$ cat config.mk
export PLATFORM = sky130hd
export DESIGN_NAME = pan_tilt_pd_tracker
export DESIGN_NICKNAME = d
export VERILOG_FILES = /design/src/hw/rtl/ptpd_pkg.sv /design/src/hw/rtl/pan_tilt_pd_tracker.sv /design/src/hw/rtl/ptpd_axis.sv /design/src/hw/rtl/ptpd_datapath.sv /design/src/hw/rtl/ptpd_ctrl.sv
export SDC_FILE = /design/constraint.sdc
export NUM_CORES = 2
export LEC_CHECK = 0
export BUFFER_PORTS_ARGS = -buffer_cell sky130_fd_sc_hd__clkbuf_2
export CAP_MARGIN = 15
export CORE_ASPECT_RATIO = 0.9
export CORE_MARGIN = 1.5
export CORE_UTILIZATION = 47
export DETAILED_ROUTE_END_ITERATION = 8
export PLACE_DENSITY = 0.64
export SLEW_MARGIN = 15
export SYNTH_ARGS = -nofsm -noshare
export SYNTH_HDL_FRONTEND = slang
export SYNTH_SLANG_ARGS = --single-unit
export TNS_END_PERCENT = 5
$ cat constraint.sdc
create_clock -name clk -period 12.09 [get_ports clk]
set_input_delay 1.8135 -clock clk [delete_from_list [all_inputs] [get_ports clk]]
set_output_delay 1.8135 -clock clk [all_outputs]
set_load 0.03 [all_outputs]
$ cat src/hw/rtl/ptpd_pkg.sv
// ptpd_pkg: shared widths, constants, codes and command/status types
// for the pan/tilt pd tracker; no dependencies
package ptpd_pkg;

	localparam int ERROR_BITS      = 12;
	localparam int ANGLE_FRAC_BITS = 16;
	localparam int GAIN_FRAC_BITS  = 24;
	localparam int GAIN_BITS       = 16;
	localparam int AGE_BITS        = 16;
	localparam int DEG_BITS        = 8;
	localparam int PULSE_BITS      = 12;
	localparam int CFG_IDX_BITS    = 3;
	localparam int CFG_DATA_BITS   = 16;

	localparam int ANGLE_BITS   = DEG_BITS + ANGLE_FRAC_BITS;
	localparam int SCALE_SHIFT  = GAIN_FRAC_BITS - ANGLE_FRAC_BITS;
	localparam int DIFF_BITS    = ERROR_BITS + 1;
	localparam int TERM_BITS    = GAIN_BITS + 1 + DIFF_BITS + 1;
	localparam int SUM_BITS     = ((TERM_BITS > ANGLE_BITS + 1) ? TERM_BITS : ANGLE_BITS + 1) + 1;

	localparam int SERVO_K_BITS = 14;
	localparam int SERVO_K      = 11111;
	localparam int T_BITS       = DEG_BITS + SERVO_K_BITS;
	localparam int RECIP_SHIFT  = 32;
	localparam longint RECIP    = ((64'd1 << RECIP_SHIFT) + 64'd999) / 64'd1000;
	localparam int RECIP_BITS   = 24;
	localparam int PULSE_BASE   = 500;

	localparam int MUL_A_BITS = ((ANGLE_BITS > T_BITS) ? ANGLE_BITS : T_BITS) + 1;
	localparam int MUL_B_BITS = ((RECIP_BITS > GAIN_BITS + 1) ? RECIP_BITS : GAIN_BITS + 1);
	localparam int PROD_BITS  = MUL_A_BITS + MUL_B_BITS;

	localparam logic [GAIN_BITS-1:0] RST_GAIN_P_PAN  = 16'd13422;
	localparam logic [GAIN_BITS-1:0] RST_GAIN_D_PAN  = 16'd3355;
	localparam logic [GAIN_BITS-1:0] RST_GAIN_P_TILT = 16'd10066;
	localparam logic [GAIN_BITS-1:0] RST_GAIN_D_TILT = 16'd3355;
	localparam logic [AGE_BITS-1:0]  RST_TIMEOUT     = 16'd300;
	localparam logic [DEG_BITS-1:0]  RST_FLOOR       = 8'd5;
	localparam logic [DEG_BITS-1:0]  RST_CEILING     = 8'd175;
	localparam logic [DEG_BITS-1:0]  RST_ANGLE_DEG   = 8'd90;

	typedef enum logic [CFG_IDX_BITS-1:0] {
		CFG_GAIN_P_PAN,
		CFG_GAIN_D_PAN,
		CFG_GAIN_P_TILT,
		CFG_GAIN_D_TILT,
		CFG_LINK_TIMEOUT,
		CFG_ANGLE_FLOOR,
		CFG_ANGLE_CEILING
	} cfg_idx_t;

	typedef enum logic [2:0] {
		OP_NONE,
		OP_MUL_P,
		OP_MUL_D,
		OP_SUM,
		OP_UPDATE,
		OP_SCALE,
		OP_RECIP,
		OP_LOAD
	} dp_op_t;

	typedef enum logic [2:0] {
		ST_IDLE,
		ST_MUL_P,
		ST_MUL_D,
		ST_SUM,
		ST_UPDATE,
		ST_SCALE,
		ST_RECIP,
		ST_OUT
	} state_t;

	typedef struct packed {
		logic   capture;
		logic   track;
		logic   enabled;
		dp_op_t op;
	} cmd_t;

	typedef struct packed {
		logic track_ok;
		logic stop_req;
	} sts_t;

endpackage

$ cat src/hw/rtl/pan_tilt_pd_tracker.sv
// pan_tilt_pd_tracker: top level of the two-axis pd servo tracker
// depends on ptpd_pkg, ptpd_ctrl, ptpd_datapath (and ptpd_axis below it)
//
// One request is one control tick; it yields exactly one result with both
// servo pulses and the status flags. After the accept a request runs seven
// working steps, or only the scale, reciprocal and output steps once the
// emergency halt is latched, since the pd term and the angle update are
// skipped. The steps are set by the one multiplier per axis, used in turn
// for the proportional and derivative terms, the pulse scale and the
// divide-by-1000 reciprocal. A finished result sits in an output
// register, so a new request is taken while it waits; a further one is
// held only if that register is still full when the next result is ready.
// Configuration writes take effect at once and belong in idle periods.
module pan_tilt_pd_tracker (
	input  logic                                    clk,
	input  logic                                    arst_n,
	input  logic                                    cfg_we,
	input  logic [ptpd_pkg::CFG_IDX_BITS-1:0]       cfg_index,
	input  logic [ptpd_pkg::CFG_DATA_BITS-1:0]      cfg_data,
	input  logic                                    in_valid,
	output logic                                    in_ready,
	input  logic signed [ptpd_pkg::ERROR_BITS-1:0]  pan_pixel_error,
	input  logic signed [ptpd_pkg::ERROR_BITS-1:0]  tilt_pixel_error,
	input  logic                                    target_seen,
	input  logic [ptpd_pkg::AGE_BITS-1:0]           link_age_ms,
	input  logic                                    stop_press,
	output logic                                    out_valid,
	input  logic                                    out_ready,
	output logic [ptpd_pkg::PULSE_BITS-1:0]         pan_pulse_us,
	output logic [ptpd_pkg::PULSE_BITS-1:0]         tilt_pulse_us,
	output logic                                    tracking_active,
	output logic                                    drive_enabled
);

	ptpd_pkg::cmd_t cmd;
	ptpd_pkg::sts_t sts;

	ptpd_ctrl u_ctrl (
		.clk       (clk),
		.arst_n    (arst_n),
		.in_valid  (in_valid),
		.in_ready  (in_ready),
		.out_valid (out_valid),
		.out_ready (out_ready),
		.sts       (sts),
		.cmd       (cmd)
	);

	ptpd_datapath u_dp (
		.clk              (clk),
		.arst_n           (arst_n),
		.cfg_we           (cfg_we),
		.cfg_index        (cfg_index),
		.cfg_data         (cfg_data),
		.pan_pixel_error  (pan_pixel_error),
		.tilt_pixel_error (tilt_pixel_error),
		.target_seen      (target_seen),
		.link_age_ms      (link_age_ms),
		.stop_press       (stop_press),
		.cmd              (cmd),
		.sts              (sts),
		.pan_pulse_us     (pan_pulse_us),
		.tilt_pulse_us    (tilt_pulse_us),
		.tracking_active  (tracking_active),
		.drive_enabled    (drive_enabled)
	);

endmodule

$ cat src/hw/rtl/ptpd_axis.sv
// ptpd_axis: one axis of the tracker datapath: pd term, angle update with
// clamp, and angle-to-pulse conversion on a shared multiplier; uses ptpd_pkg
module ptpd_axis (
	input  logic                                    clk,
	input  logic                                    arst_n,
	input  ptpd_pkg::cmd_t                          cmd,
	input  logic signed [ptpd_pkg::ERROR_BITS-1:0]  err,
	input  logic [ptpd_pkg::GAIN_BITS-1:0]          gain_p,
	input  logic [ptpd_pkg::GAIN_BITS-1:0]          gain_d,
	input  logic [ptpd_pkg::DEG_BITS-1:0]           angle_floor,
	input  logic [ptpd_pkg::DEG_BITS-1:0]           angle_ceiling,
	output logic [ptpd_pkg::PULSE_BITS-1:0]         pulse_us
);

	logic [ptpd_pkg::ANGLE_BITS-1:0]        angle_q;
	logic signed [ptpd_pkg::ERROR_BITS-1:0] prev_q;
	logic signed [ptpd_pkg::ERROR_BITS-1:0] err_q;
	logic signed [ptpd_pkg::DIFF_BITS-1:0]  diff_q;
	logic signed [ptpd_pkg::TERM_BITS-1:0]  term_q;
	logic signed [ptpd_pkg::PROD_BITS-1:0]  prod_q;
	logic [ptpd_pkg::PULSE_BITS-1:0]        pulse_q;

	logic signed [ptpd_pkg::MUL_A_BITS-1:0] mul_a;
	logic signed [ptpd_pkg::MUL_B_BITS-1:0] mul_b;
	logic signed [ptpd_pkg::PROD_BITS-1:0]  mul_p;
	logic signed [ptpd_pkg::DIFF_BITS-1:0]  diff_now;
	logic signed [ptpd_pkg::TERM_BITS-1:0]  delta;
	logic signed [ptpd_pkg::SUM_BITS-1:0]   a_sum;
	logic signed [ptpd_pkg::SUM_BITS-1:0]   lim_lo;
	logic signed [ptpd_pkg::SUM_BITS-1:0]   lim_hi;
	logic signed [ptpd_pkg::SUM_BITS-1:0]   a_new;
	logic [ptpd_pkg::T_BITS-1:0]            t_val;

	assign diff_now = {err[ptpd_pkg::ERROR_BITS-1], err}
		- {prev_q[ptpd_pkg::ERROR_BITS-1], prev_q};
	assign t_val    = prod_q[ptpd_pkg::ANGLE_FRAC_BITS +: ptpd_pkg::T_BITS];

	always_comb begin
		case (cmd.op)
			ptpd_pkg::OP_MUL_P: begin
				mul_a = {{(ptpd_pkg::MUL_A_BITS-ptpd_pkg::ERROR_BITS){err_q[ptpd_pkg::ERROR_BITS-1]}},
					err_q};
				mul_b = {{(ptpd_pkg::MUL_B_BITS-ptpd_pkg::GAIN_BITS){1'b0}}, gain_p};
			end
			ptpd_pkg::OP_MUL_D: begin
				mul_a = {{(ptpd_pkg::MUL_A_BITS-ptpd_pkg::DIFF_BITS){diff_q[ptpd_pkg::DIFF_BITS-1]}},
					diff_q};
				mul_b = {{(ptpd_pkg::MUL_B_BITS-ptpd_pkg::GAIN_BITS){1'b0}}, gain_d};
			end
			ptpd_pkg::OP_SCALE: begin
				mul_a = {{(ptpd_pkg::MUL_A_BITS-ptpd_pkg::ANGLE_BITS){1'b0}}, angle_q};
				mul_b = ptpd_pkg::MUL_B_BITS'(ptpd_pkg::SERVO_K);
			end
			ptpd_pkg::OP_RECIP: begin
				mul_a = {{(ptpd_pkg::MUL_A_BITS-ptpd_pkg::T_BITS){1'b0}}, t_val};
				mul_b = ptpd_pkg::MUL_B_BITS'(ptpd_pkg::RECIP);
			end
			default: begin
				mul_a = '0;
				mul_b = '0;
			end
		endcase
	end

	assign mul_p = ptpd_pkg::PROD_BITS'(mul_a) * ptpd_pkg::PROD_BITS'(mul_b);

	// floor conversion from 2^-24 degree to the angle grid
	assign delta  = term_q >>> ptpd_pkg::SCALE_SHIFT;
	assign a_sum  = {{(ptpd_pkg::SUM_BITS-ptpd_pkg::TERM_BITS){delta[ptpd_pkg::TERM_BITS-1]}}, delta}
		+ {{(ptpd_pkg::SUM_BITS-ptpd_pkg::ANGLE_BITS){1'b0}}, angle_q};
	assign lim_lo = {{(ptpd_pkg::SUM_BITS-ptpd_pkg::ANGLE_BITS){1'b0}}, angle_floor,
		{ptpd_pkg::ANGLE_FRAC_BITS{1'b0}}};
	assign lim_hi = {{(ptpd_pkg::SUM_BITS-ptpd_pkg::ANGLE_BITS){1'b0}}, angle_ceiling,
		{ptpd_pkg::ANGLE_FRAC_BITS{1'b0}}};

	// floor before ceiling: an inverted window ends at the ceiling
	always_comb begin
		if (lim_lo > lim_hi) begin
			a_new = lim_hi;
		end else if (a_sum < lim_lo) begin
			a_new = lim_lo;
		end else if (a_sum > lim_hi) begin
			a_new = lim_hi;
		end else begin
			a_new = a_sum;
		end
	end

	always_ff @(posedge clk or negedge arst_n) begin
		if (!arst_n) begin
			angle_q <= {ptpd_pkg::RST_ANGLE_DEG, {ptpd_pkg::ANGLE_FRAC_BITS{1'b0}}};
			prev_q  <= '0;
		end else if (cmd.op == ptpd_pkg::OP_UPDATE) begin
			angle_q <= a_new[ptpd_pkg::ANGLE_BITS-1:0];
			prev_q  <= err_q;
		end
	end

	always_ff @(posedge clk) begin
		if (cmd.capture) begin
			err_q  <= cmd.track ? err : '0;
			diff_q <= cmd.track ? diff_now : '0;
		end
		case (cmd.op)
			ptpd_pkg::OP_MUL_P: prod_q <= mul_p;
			ptpd_pkg::OP_MUL_D: begin
				term_q <= prod_q[ptpd_pkg::TERM_BITS-1:0];
				prod_q <= mul_p;
			end
			ptpd_pkg::OP_SUM: term_q <= term_q + prod_q[ptpd_pkg::TERM_BITS-1:0];
			ptpd_pkg::OP_SCALE: prod_q <= mul_p;
			ptpd_pkg::OP_RECIP: prod_q <= mul_p;
			ptpd_pkg::OP_LOAD: pulse_q <= ptpd_pkg::PULSE_BITS'(ptpd_pkg::PULSE_BASE)
				+ prod_q[ptpd_pkg::RECIP_SHIFT +: ptpd_pkg::PULSE_BITS];
			default: ;
		endcase
	end

	assign pulse_us = pulse_q;

endmodule

$ cat src/hw/rtl/ptpd_datapath.sv
// ptpd_datapath: configuration registers, error conditioning, both axis
// datapaths and the result flag registers; uses ptpd_pkg and ptpd_axis
module ptpd_datapath (
	input  logic                                    clk,
	input  logic                                    arst_n,
	input  logic                                    cfg_we,
	input  logic [ptpd_pkg::CFG_IDX_BITS-1:0]       cfg_index,
	input  logic [ptpd_pkg::CFG_DATA_BITS-1:0]      cfg_data,
	input  logic signed [ptpd_pkg::ERROR_BITS-1:0]  pan_pixel_error,
	input  logic signed [ptpd_pkg::ERROR_BITS-1:0]  tilt_pixel_error,
	input  logic                                    target_seen,
	input  logic [ptpd_pkg::AGE_BITS-1:0]           link_age_ms,
	input  logic                                    stop_press,
	input  ptpd_pkg::cmd_t                          cmd,
	output ptpd_pkg::sts_t                          sts,
	output logic [ptpd_pkg::PULSE_BITS-1:0]         pan_pulse_us,
	output logic [ptpd_pkg::PULSE_BITS-1:0]         tilt_pulse_us,
	output logic                                    tracking_active,
	output logic                                    drive_enabled
);

	logic [ptpd_pkg::GAIN_BITS-1:0] gain_p_pan_q;
	logic [ptpd_pkg::GAIN_BITS-1:0] gain_d_pan_q;
	logic [ptpd_pkg::GAIN_BITS-1:0] gain_p_tilt_q;
	logic [ptpd_pkg::GAIN_BITS-1:0] gain_d_tilt_q;
	logic [ptpd_pkg::AGE_BITS-1:0]  timeout_q;
	logic [ptpd_pkg::DEG_BITS-1:0]  floor_q;
	logic [ptpd_pkg::DEG_BITS-1:0]  ceiling_q;
	logic                           track_out_q;
	logic                           enabled_out_q;

	logic signed [ptpd_pkg::ERROR_BITS-1:0] pan_err;

	always_ff @(posedge clk or negedge arst_n) begin
		if (!arst_n) begin
			gain_p_pan_q  <= ptpd_pkg::RST_GAIN_P_PAN;
			gain_d_pan_q  <= ptpd_pkg::RST_GAIN_D_PAN;
			gain_p_tilt_q <= ptpd_pkg::RST_GAIN_P_TILT;
			gain_d_tilt_q <= ptpd_pkg::RST_GAIN_D_TILT;
			timeout_q     <= ptpd_pkg::RST_TIMEOUT;
			floor_q       <= ptpd_pkg::RST_FLOOR;
			ceiling_q     <= ptpd_pkg::RST_CEILING;
		end else if (cfg_we) begin
			case (ptpd_pkg::cfg_idx_t'(cfg_index))
				ptpd_pkg::CFG_GAIN_P_PAN:    gain_p_pan_q  <= cfg_data;
				ptpd_pkg::CFG_GAIN_D_PAN:    gain_d_pan_q  <= cfg_data;
				ptpd_pkg::CFG_GAIN_P_TILT:   gain_p_tilt_q <= cfg_data;
				ptpd_pkg::CFG_GAIN_D_TILT:   gain_d_tilt_q <= cfg_data;
				ptpd_pkg::CFG_LINK_TIMEOUT:  timeout_q     <= cfg_data;
				ptpd_pkg::CFG_ANGLE_FLOOR:   floor_q       <= cfg_data[ptpd_pkg::DEG_BITS-1:0];
				ptpd_pkg::CFG_ANGLE_CEILING: ceiling_q     <= cfg_data[ptpd_pkg::DEG_BITS-1:0];
				default: ;
			endcase
		end
	end

	assign sts.track_ok = (link_age_ms <= timeout_q) && target_seen;
	assign sts.stop_req = stop_press;

	// pan is negated, most negative value saturates
	assign pan_err = (pan_pixel_error == {1'b1, {(ptpd_pkg::ERROR_BITS-1){1'b0}}})
		? {1'b0, {(ptpd_pkg::ERROR_BITS-1){1'b1}}} : -pan_pixel_error;

	ptpd_axis u_pan (
		.clk           (clk),
		.arst_n        (arst_n),
		.cmd           (cmd),
		.err           (pan_err),
		.gain_p        (gain_p_pan_q),
		.gain_d        (gain_d_pan_q),
		.angle_floor   (floor_q),
		.angle_ceiling (ceiling_q),
		.pulse_us      (pan_pulse_us)
	);

	ptpd_axis u_tilt (
		.clk           (clk),
		.arst_n        (arst_n),
		.cmd           (cmd),
		.err           (tilt_pixel_error),
		.gain_p        (gain_p_tilt_q),
		.gain_d        (gain_d_tilt_q),
		.angle_floor   (floor_q),
		.angle_ceiling (ceiling_q),
		.pulse_us      (tilt_pulse_us)
	);

	always_ff @(posedge clk) begin
		if (cmd.op == ptpd_pkg::OP_LOAD) begin
			track_out_q   <= cmd.track;
			enabled_out_q <= cmd.enabled;
		end
	end

	assign tracking_active = track_out_q;
	assign drive_enabled   = enabled_out_q;

endmodule

$ cat src/hw/rtl/ptpd_ctrl.sv
// ptpd_ctrl: request sequencer for the tracker: handshakes, halt latch and
// the step commands for the datapath; uses ptpd_pkg
module ptpd_ctrl (
	input  logic            clk,
	input  logic            arst_n,
	input  logic            in_valid,
	output logic            in_ready,
	output logic            out_valid,
	input  logic            out_ready,
	input  ptpd_pkg::sts_t  sts,
	output ptpd_pkg::cmd_t  cmd
);

	ptpd_pkg::state_t state_q;
	ptpd_pkg::state_t state_nxt;
	logic             halt_q;
	logic             track_q;
	logic             out_valid_q;

	logic accept;
	logic halt_now;
	logic track_now;
	logic out_free;

	assign accept    = in_valid && (state_q == ptpd_pkg::ST_IDLE);
	assign halt_now  = halt_q || sts.stop_req;
	assign track_now = !halt_now && sts.track_ok;
	assign out_free  = !out_valid_q || out_ready;

	always_comb begin
		case (state_q)
			ptpd_pkg::ST_IDLE: begin
				if (!in_valid) begin
					state_nxt = ptpd_pkg::ST_IDLE;
				end else if (halt_now) begin
					state_nxt = ptpd_pkg::ST_SCALE;
				end else begin
					state_nxt = ptpd_pkg::ST_MUL_P;
				end
			end
			ptpd_pkg::ST_MUL_P:  state_nxt = ptpd_pkg::ST_MUL_D;
			ptpd_pkg::ST_MUL_D:  state_nxt = ptpd_pkg::ST_SUM;
			ptpd_pkg::ST_SUM:    state_nxt = ptpd_pkg::ST_UPDATE;
			ptpd_pkg::ST_UPDATE: state_nxt = ptpd_pkg::ST_SCALE;
			ptpd_pkg::ST_SCALE:  state_nxt = ptpd_pkg::ST_RECIP;
			ptpd_pkg::ST_RECIP:  state_nxt = ptpd_pkg::ST_OUT;
			ptpd_pkg::ST_OUT:    state_nxt = out_free ? ptpd_pkg::ST_IDLE : ptpd_pkg::ST_OUT;
			default:             state_nxt = ptpd_pkg::ST_IDLE;
		endcase
	end

	always_comb begin
		cmd.capture = accept;
		cmd.track   = (state_q == ptpd_pkg::ST_IDLE) ? track_now : track_q;
		cmd.enabled = !halt_q;
		case (state_q)
			ptpd_pkg::ST_MUL_P:  cmd.op = ptpd_pkg::OP_MUL_P;
			ptpd_pkg::ST_MUL_D:  cmd.op = ptpd_pkg::OP_MUL_D;
			ptpd_pkg::ST_SUM:    cmd.op = ptpd_pkg::OP_SUM;
			ptpd_pkg::ST_UPDATE: cmd.op = ptpd_pkg::OP_UPDATE;
			ptpd_pkg::ST_SCALE:  cmd.op = ptpd_pkg::OP_SCALE;
			ptpd_pkg::ST_RECIP:  cmd.op = ptpd_pkg::OP_RECIP;
			ptpd_pkg::ST_OUT:    cmd.op = out_free ? ptpd_pkg::OP_LOAD : ptpd_pkg::OP_NONE;
			default:             cmd.op = ptpd_pkg::OP_NONE;
		endcase
	end

	always_ff @(posedge clk or negedge arst_n) begin
		if (!arst_n) begin
			state_q     <= ptpd_pkg::ST_IDLE;
			halt_q      <= 1'b0;
			track_q     <= 1'b0;
			out_valid_q <= 1'b0;
		end else begin
			state_q <= state_nxt;
			if (accept) begin
				halt_q  <= halt_now;
				track_q <= track_now;
			end
			if (cmd.op == ptpd_pkg::OP_LOAD) begin
				out_valid_q <= 1'b1;
			end else if (out_ready) begin
				out_valid_q <= 1'b0;
			end
		end
	end

	assign in_ready  = (state_q == ptpd_pkg::ST_IDLE);
	assign out_valid = out_valid_q;

endmodule

### Yosys cells after proc, flatten, opt, wreduce, memory -nomap -nowiden

Cells that the tools add are included.

* register bits: 400
* input port bits: 66
* logic and storage cells: 107

* add/sub/neg operators: 9
* $mul: 2
* magnitude comparators: 6
* equal/unequal tests: 21
* muxes and demuxes: 22
* reductions and logical operators: 20

Operators with widths (number)
* 25-bit case mux with 4 select lines: 2
* 23-bit case mux with 4 select lines: 2
* 24-bit 2-to-1 mux: 6
* 31-bit case mux with 2 select lines: 2
* 25-bit by 24-bit multiplier with 44-bit output: 2
* 31-bit adder: 2
* 23-bit by 25-bit adder with 26-bit output: 2
* 26-bit by 25-bit > comparator with 1-bit output: 2
* 26-bit by 25-bit less-than comparator with 1-bit output: 2
* 3-bit equality test (second input constant): 11
* 12-bit by 12-bit subtractor with 13-bit output: 2
* 9-bit by 12-bit adder with 12-bit output (first input constant): 2
* 24-bit > comparator: 1
* 3-bit case mux with 8 select lines: 1
* 3-bit case mux with 7 select lines: 1
* 3-bit by 2-bit equality test with 1-bit output (second input constant): 6
* 16-bit less-or-equal comparator: 1
* 2-bit AND reduction: 7
* 12-bit equality test (second input constant): 1
* 12-bit 2-to-1 mux: 1
* 3-bit 2-to-1 mux: 4
* 12-bit negator: 1
* 3-bit by 1-bit equality test with 1-bit output (second input constant): 3
* 3-bit zero test: 2
* other kinds (6): 14

### Longest topological paths before layout

* depth after elaboration: 7
* mapped depth: 40
* depth with buffers taken out: 36

### By module

From an unflattened synthesis, not the netlist that was laid out.

* cell total of the unflattened synthesis: 6211
* area total of the unflattened synthesis: 58357.2 µm²

Modules (own cells, without submodules)
* ptpd_axis at u_dp.u_pan: times used 1, cells each 2963, area an instance 26999.6 µm², seq. area each 4269.1 µm²
* ptpd_axis at u_dp.u_tilt: times used 1, cells each 2882, area an instance 26605.5 µm², seq. area each 4269.1 µm²
* ptpd_datapath: times used 1, cells each 329, area an instance 4401.7 µm², seq. area each 2513.7 µm²
* ptpd_ctrl: times used 1, cells each 37, area an instance 350.3 µm², seq. area each 150.1 µm²

### Least setup slack after synthesis

OpenSTA, ideal clock, no wires.

* kind: input to register
* start point: in out_ready
* end point: reg u_dp.u_pan.prod_q[43] (netlist name) (data pin)
* arrival time: 12.764 ns
* path slack: -0.933 ns
* stages on the path: 34
* cells stage by stage: nor2b_1 -> nand3_1 -> nand2_1 -> inv_1 -> ha_1 -> clkbuf_1 -> inv_1 -> clkbuf_1 -> clkbuf_1 -> nand2_1 -> nor2_1 -> fa_1 -> inv_1 -> fa_1 -> fa_1 -> inv_1 -> fa_1 -> fa_1 -> fa_1 -> inv_1 -> fa_1 -> inv_1 -> ha_1 -> a21o_1 -> a21o_1 -> a2111oi_0 -> o311ai_0 -> o21ai_0 -> o21ai_0 -> a41o_1 -> o21ba_2 -> o21a_1 -> nor2_1 -> xnor2_1

* longest elaborated chain between the ends: 6
* elaborated cells on any way between the ends: 10

Ends and longest elaborated chain
* start: declaration: line pan_tilt_pd_tracker.sv:28 `input logic out_ready,`
* 1-bit logical OR (*): line ptpd_ctrl.sv:28 `assign out_free = !out_valid_q || out_ready;`
* 3-bit 2-to-1 mux (*): line ptpd_ctrl.sv:63 `ptpd_pkg::ST_OUT: cmd.op = out_free ? ptpd_pkg::OP_LOAD : ptpd_pkg::OP_NONE;`
* 3-bit case mux with 7 select lines (*): line ptpd_ctrl.sv:56 `case (state_q)`
* 3-bit equality test, or another cell as far along: line ptpd_axis.sv:39 `case (cmd.op)`
* 25-bit case mux with 4 select lines / 23-bit case mux with 4 select lines (equally long branches): line ptpd_axis.sv:39
* 25-bit by 24-bit multiplier with 44-bit output (*): line ptpd_axis.sv:65 `assign mul_p = ptpd_pkg::PROD_BITS'(mul_a) * ptpd_pkg::PROD_BITS'(mul_b);`
* net u_dp.u_pan.mul_p (one bit): line ptpd_axis.sv:25 `logic signed [ptpd_pkg::PROD_BITS-1:0] mul_p;`
* end signal: assignment: line ptpd_axis.sv:105 `ptpd_pkg::OP_MUL_P: prod_q <= mul_p;`
* end signal: assignment: line ptpd_axis.sv:108 `prod_q <= mul_p;`
* end signal: assignment: line ptpd_axis.sv:111 `ptpd_pkg::OP_SCALE: prod_q <= mul_p;`
* end: declaration: line ptpd_axis.sv:20 `logic signed [ptpd_pkg::PROD_BITS-1:0] prod_q;`

Mark *: on every way through the listed nets, which the timed path passes. The rest lies on a longest branch.
A chain may end at the register's enable or synchronous reset.

### Worst setup path after layout

* start point: in out_ready
* end point: reg u_dp.u_tilt.prod_q[40] (netlist name) (data pin)

* longest elaborated chain between the ends: 6
* elaborated cells on any way between the ends: 10

Ends and longest elaborated chain (line)
* 1-bit logical OR (*): ptpd_ctrl.sv:28
* 3-bit 2-to-1 mux (*): ptpd_ctrl.sv:63
* 3-bit case mux with 7 select lines (*): ptpd_ctrl.sv:56
* 3-bit equality test, or another cell as far along: ptpd_axis.sv:39
* 25-bit case mux with 4 select lines / 23-bit case mux with 4 select lines (equally long branches): ptpd_axis.sv:39
* 25-bit by 24-bit multiplier with 44-bit output (*): ptpd_axis.sv:65
* net u_dp.u_tilt.mul_p (one bit): ptpd_axis.sv:25
* end signal: assignment: ptpd_axis.sv:105
* end signal: assignment: ptpd_axis.sv:108
* end signal: assignment: ptpd_axis.sv:111
* end: declaration: ptpd_axis.sv:20

Marks and branches as above.

==> results_dict.tcl <==
set metrics [dict create \
    status "finished, final reports clean" \
    ys.flop_type "edfxtp_1" \
    critPathTopFamily "adder cells" \
    final_hold_viol_count 0 \
    ys_ff_latch 400 \
    grt_pass1_vias 44800 \
    layout.nets 7723 \
    cts_root_buf "clkbuf_16" \
    viasPerCell 5.56 \
    cts_sinks 400 \
    synth.area.mux_share_pct 1.71 \
    critPathLaunchType "primary input" \
    synth_compound_area_share_pct 10.4 \
    clk-insertion-delay-late_ns 0.67 \
    worst_pin_slew_ns 1.30 \
    final_cell_mix "inv_1 (1301), fa_1 (886), nand2_1 (635)" \
    die_y_um 333 \
    syn_inst 6132 \
    seqCellArea_mm2 0.0112 \
    syn-cell-area_mm2 0.0570 \
    synth.yosys.seq_area_share_pct 19.6 \
    crit_fanout 26 \
    row_count 121 \
    cp_data_arrival_time_ns 11.98 \
    synth_top_area_share_pct 31.1 \
    drc 0 \
    gp_congestion 0.995 \
    drv_cap 0 \
    async_flop_share_pct 43.5 \
    end_kind "register" \
    area_delta_synth_final_pct 8.32 \
    drt_iter0_markers 3937 \
    cpMaxStageDelayCell "and2_2" \
    die_w_um 370 \
    grt_max_degree 105 \
    grt_first_pass_wirelength_um 280000 \
    cp_common_cell "fa_1" \
    synth_top_family_by_area "adder cells" \
    slowest_delay_ns 0.65 \
    fin_skew_ns 0.0660 \
    maxSlewViolCount 0 \
    postCtsSetupBuffers 0 \
    fin_crit_ns 11.61 \
    cts_resized 0 \
    die_area_mm2 0.123 \
    antenna_left 0 \
    wl_per_cell_um 23.2 \
    synth-xor-area-share_pct 3.35 \
    rsz0062_at_grt "false" \
    synthAdderAreaFrac_pct 42.7 \
    worst_slack_ns 0.481 \
    avgSynthCellArea_um2 9.30 \
    antenna_found_initial 10 \
    cts_tree "yes" \
    fin_crit_sh_pct 96.0 \
    multi_input_area_mm2 0.0404 \
    critPathBufInv 10 \
    grt_use_total_pct 30.3 \
    synth_top_cell_by_area "fa_1" \
    drive_gt1_share_pct 8.02 \
    pre_cts_ws_ns 0.0143 \
    worst_ep_required_time_ns 12.46 \
    clk_pin_slew_ns 0.06 \
    portBuffers 93 \
    layout_commonest_cell "inv_1" \
    yosysUniqueCellTypes 81 \
    cts_max_path_buffers 3 \
    first_pass_iters 9 \
    hpwl_um 150000 \
    nFillCells 11200 \
    yosys.area_share.simple_pct 12.5 \
    wirelength_um 183000 \
    boundaryPins 94 \
    cts_max_level 2 \
    max_freq_mhz 86.1 \
    final_core_util_pct 51.2 \
    numCtsBuffers 51 \
    setup_viol 0 \
    start_util_pct 47.3 \
    max_slew_margin_pct 13.6 \
    synth_area_leaders "fa_1 (31%), edfxtp_1 (12%), ha_1 (12%)" \
    yosys_warnings 0 \
    core_mm2 0.121 \
    vias 43900 \
    grt_overflow 0 \
    hold_buffers 0 \
    critPathKind "primary input to register" \
    hold_path_class "register to register" \
    tns_ns 0 \
    synth_edf_count 226 \
]
stage by stage:
stage,cell area [µm²],cells,hold slack (ns)
6_report,61800,7891,0.486
3_5_place_dp,60000,7790,0.477
5_1_grt,61800,7886,0.496
2_1_floorplan,57000,6134,0.428
4_1_cts,61800,7886,0.489
3_3_place_gp,60000,7790,0.471
flip-flops by register name (all words and copies together) (netlist names), 3 cells and up:
| register | cells |
|---|---|
| u_dp.u_pan.prod_q | 44 |
| u_dp.u_tilt.prod_q | 44 |
| u_dp.u_pan.term_q | 31 |
| u_dp.u_tilt.term_q | 31 |
| u_dp.u_pan.angle_q | 24 |
| u_dp.u_tilt.angle_q | 24 |
| u_dp.gain_d_pan_q | 16 |
| u_dp.gain_d_tilt_q | 16 |
| u_dp.gain_p_pan_q | 16 |
| u_dp.gain_p_tilt_q | 16 |
| u_dp.timeout_q | 16 |
| u_dp.u_pan.diff_q | 13 |
| u_dp.u_tilt.diff_q | 13 |
| u_dp.u_pan.err_q | 12 |
| u_dp.u_pan.prev_q | 12 |
| u_dp.u_pan.pulse_us | 12 |
| u_dp.u_tilt.err_q | 12 |
| u_dp.u_tilt.prev_q | 12 |
| u_dp.u_tilt.pulse_us | 12 |
| u_dp.ceiling_q | 8 |
| u_dp.floor_q | 8 |
| u_ctrl.state_q | 3 |
cells by family (layout without fill, tap and decap cells):
logic type | Yosys count | after routing
flip-flops | 400 | 400
adder cells (fa/ha/maj) | 1413 | 1413
AO/OA/AOI/OAI | 895 | 895
XOR/XNOR | 218 | 218
other | 2 | 9
buffers and inverters | 1468 | 1621
multiplexers | 87 | 87
AND/OR/NAND/NOR | 1649 | 1649
worst reg2reg max path, delay by kind of cell (launching register included):
kind                       cells  cell delay [ns]
AOI/OAI and AO/OA              8             2.12
and+or+nand+nor                9             2.48
adders and majority gates      9             4.11
DFF                            1             0.36
xor gates and xnor gates       1             0.08
buffers and inverters          9             1.33
synth_stat cells, types with 19 or more instances:
cell / count
nand2_1: 638
nand3_1: 49
xor2_1: 87
nor2b_1: 50
a21boi_0: 20
a21oi_1: 201
a22oi_1: 26
o21bai_1: 27
or2_2: 30
xnor2_1: 131
a221o_1: 27
dfrtp_1: 125
ha_1: 527
fa_1: 886
and3_1: 21
inv_1: 1303
mux2_2: 83
edfxtp_1: 226
nand2b_1: 58
and2_1: 27
a22o_1: 33
dfstp_2: 49
o21a_1: 48
or3_1: 37
a221oi_1: 36
nor3_1: 52
clkbuf_1: 142
a21o_1: 89
o21ai_0: 224
buf_1: 19
o211ai_1: 20
nor2_1: 621
final timing paths:
| path | start | endpoint | slack [ns] | depth (start not counted) |
|---|---|---|---|---|
| max reg2reg | u_ctrl.out_valid$_DFFE_PN0P_ | u_dp.u_tilt.prod_q[40]$_DFFE_PP_ | 1.32 | 36 |
| min | u_ctrl.halt_q$_DFFE_PN0P_ | u_ctrl.halt_q$_DFFE_PN0P_ | 0.49 | 1 |
| min in group asynchronous | arst_n | u_dp.u_tilt.prev_q[2]$_DFFE_PN0N_ | 1.26 | 1 |
| max | out_ready | u_dp.u_tilt.prod_q[40]$_DFFE_PP_ | 0.48 | 37 |
| min reg2reg | u_ctrl.halt_q$_DFFE_PN0P_ | u_ctrl.halt_q$_DFFE_PN0P_ | 0.49 | 1 |
| max in group asynchronous | arst_n | u_dp.gain_p_tilt_q[14]$_DFFE_PN0P_ | 9.14 | 2 |
metal layers:
metal  up-vias  wire, µm  global-route usage (%)
met5         -        76                       0
met1     22100     79800                    43.0
met4        10      6710                    9.54
li1      19800         -                       -
met3       327     16700                    7.10
met2      1699     79400                    45.8
cell type report:
class,instances,share of cell area (%)
antenna,5,0.0203
clock buffer,64,2.26
timing repair buffer,222,2.38
multi-input combinational,4266,65.4
sequential,400,18.1
clock inverter,32,0.632
tap,1599,3.24
inverter,1303,7.92
Power is left out: the tool's default activity adds up to more than one toggle a clock period on the data nets, which glitch-free logic cannot reach.
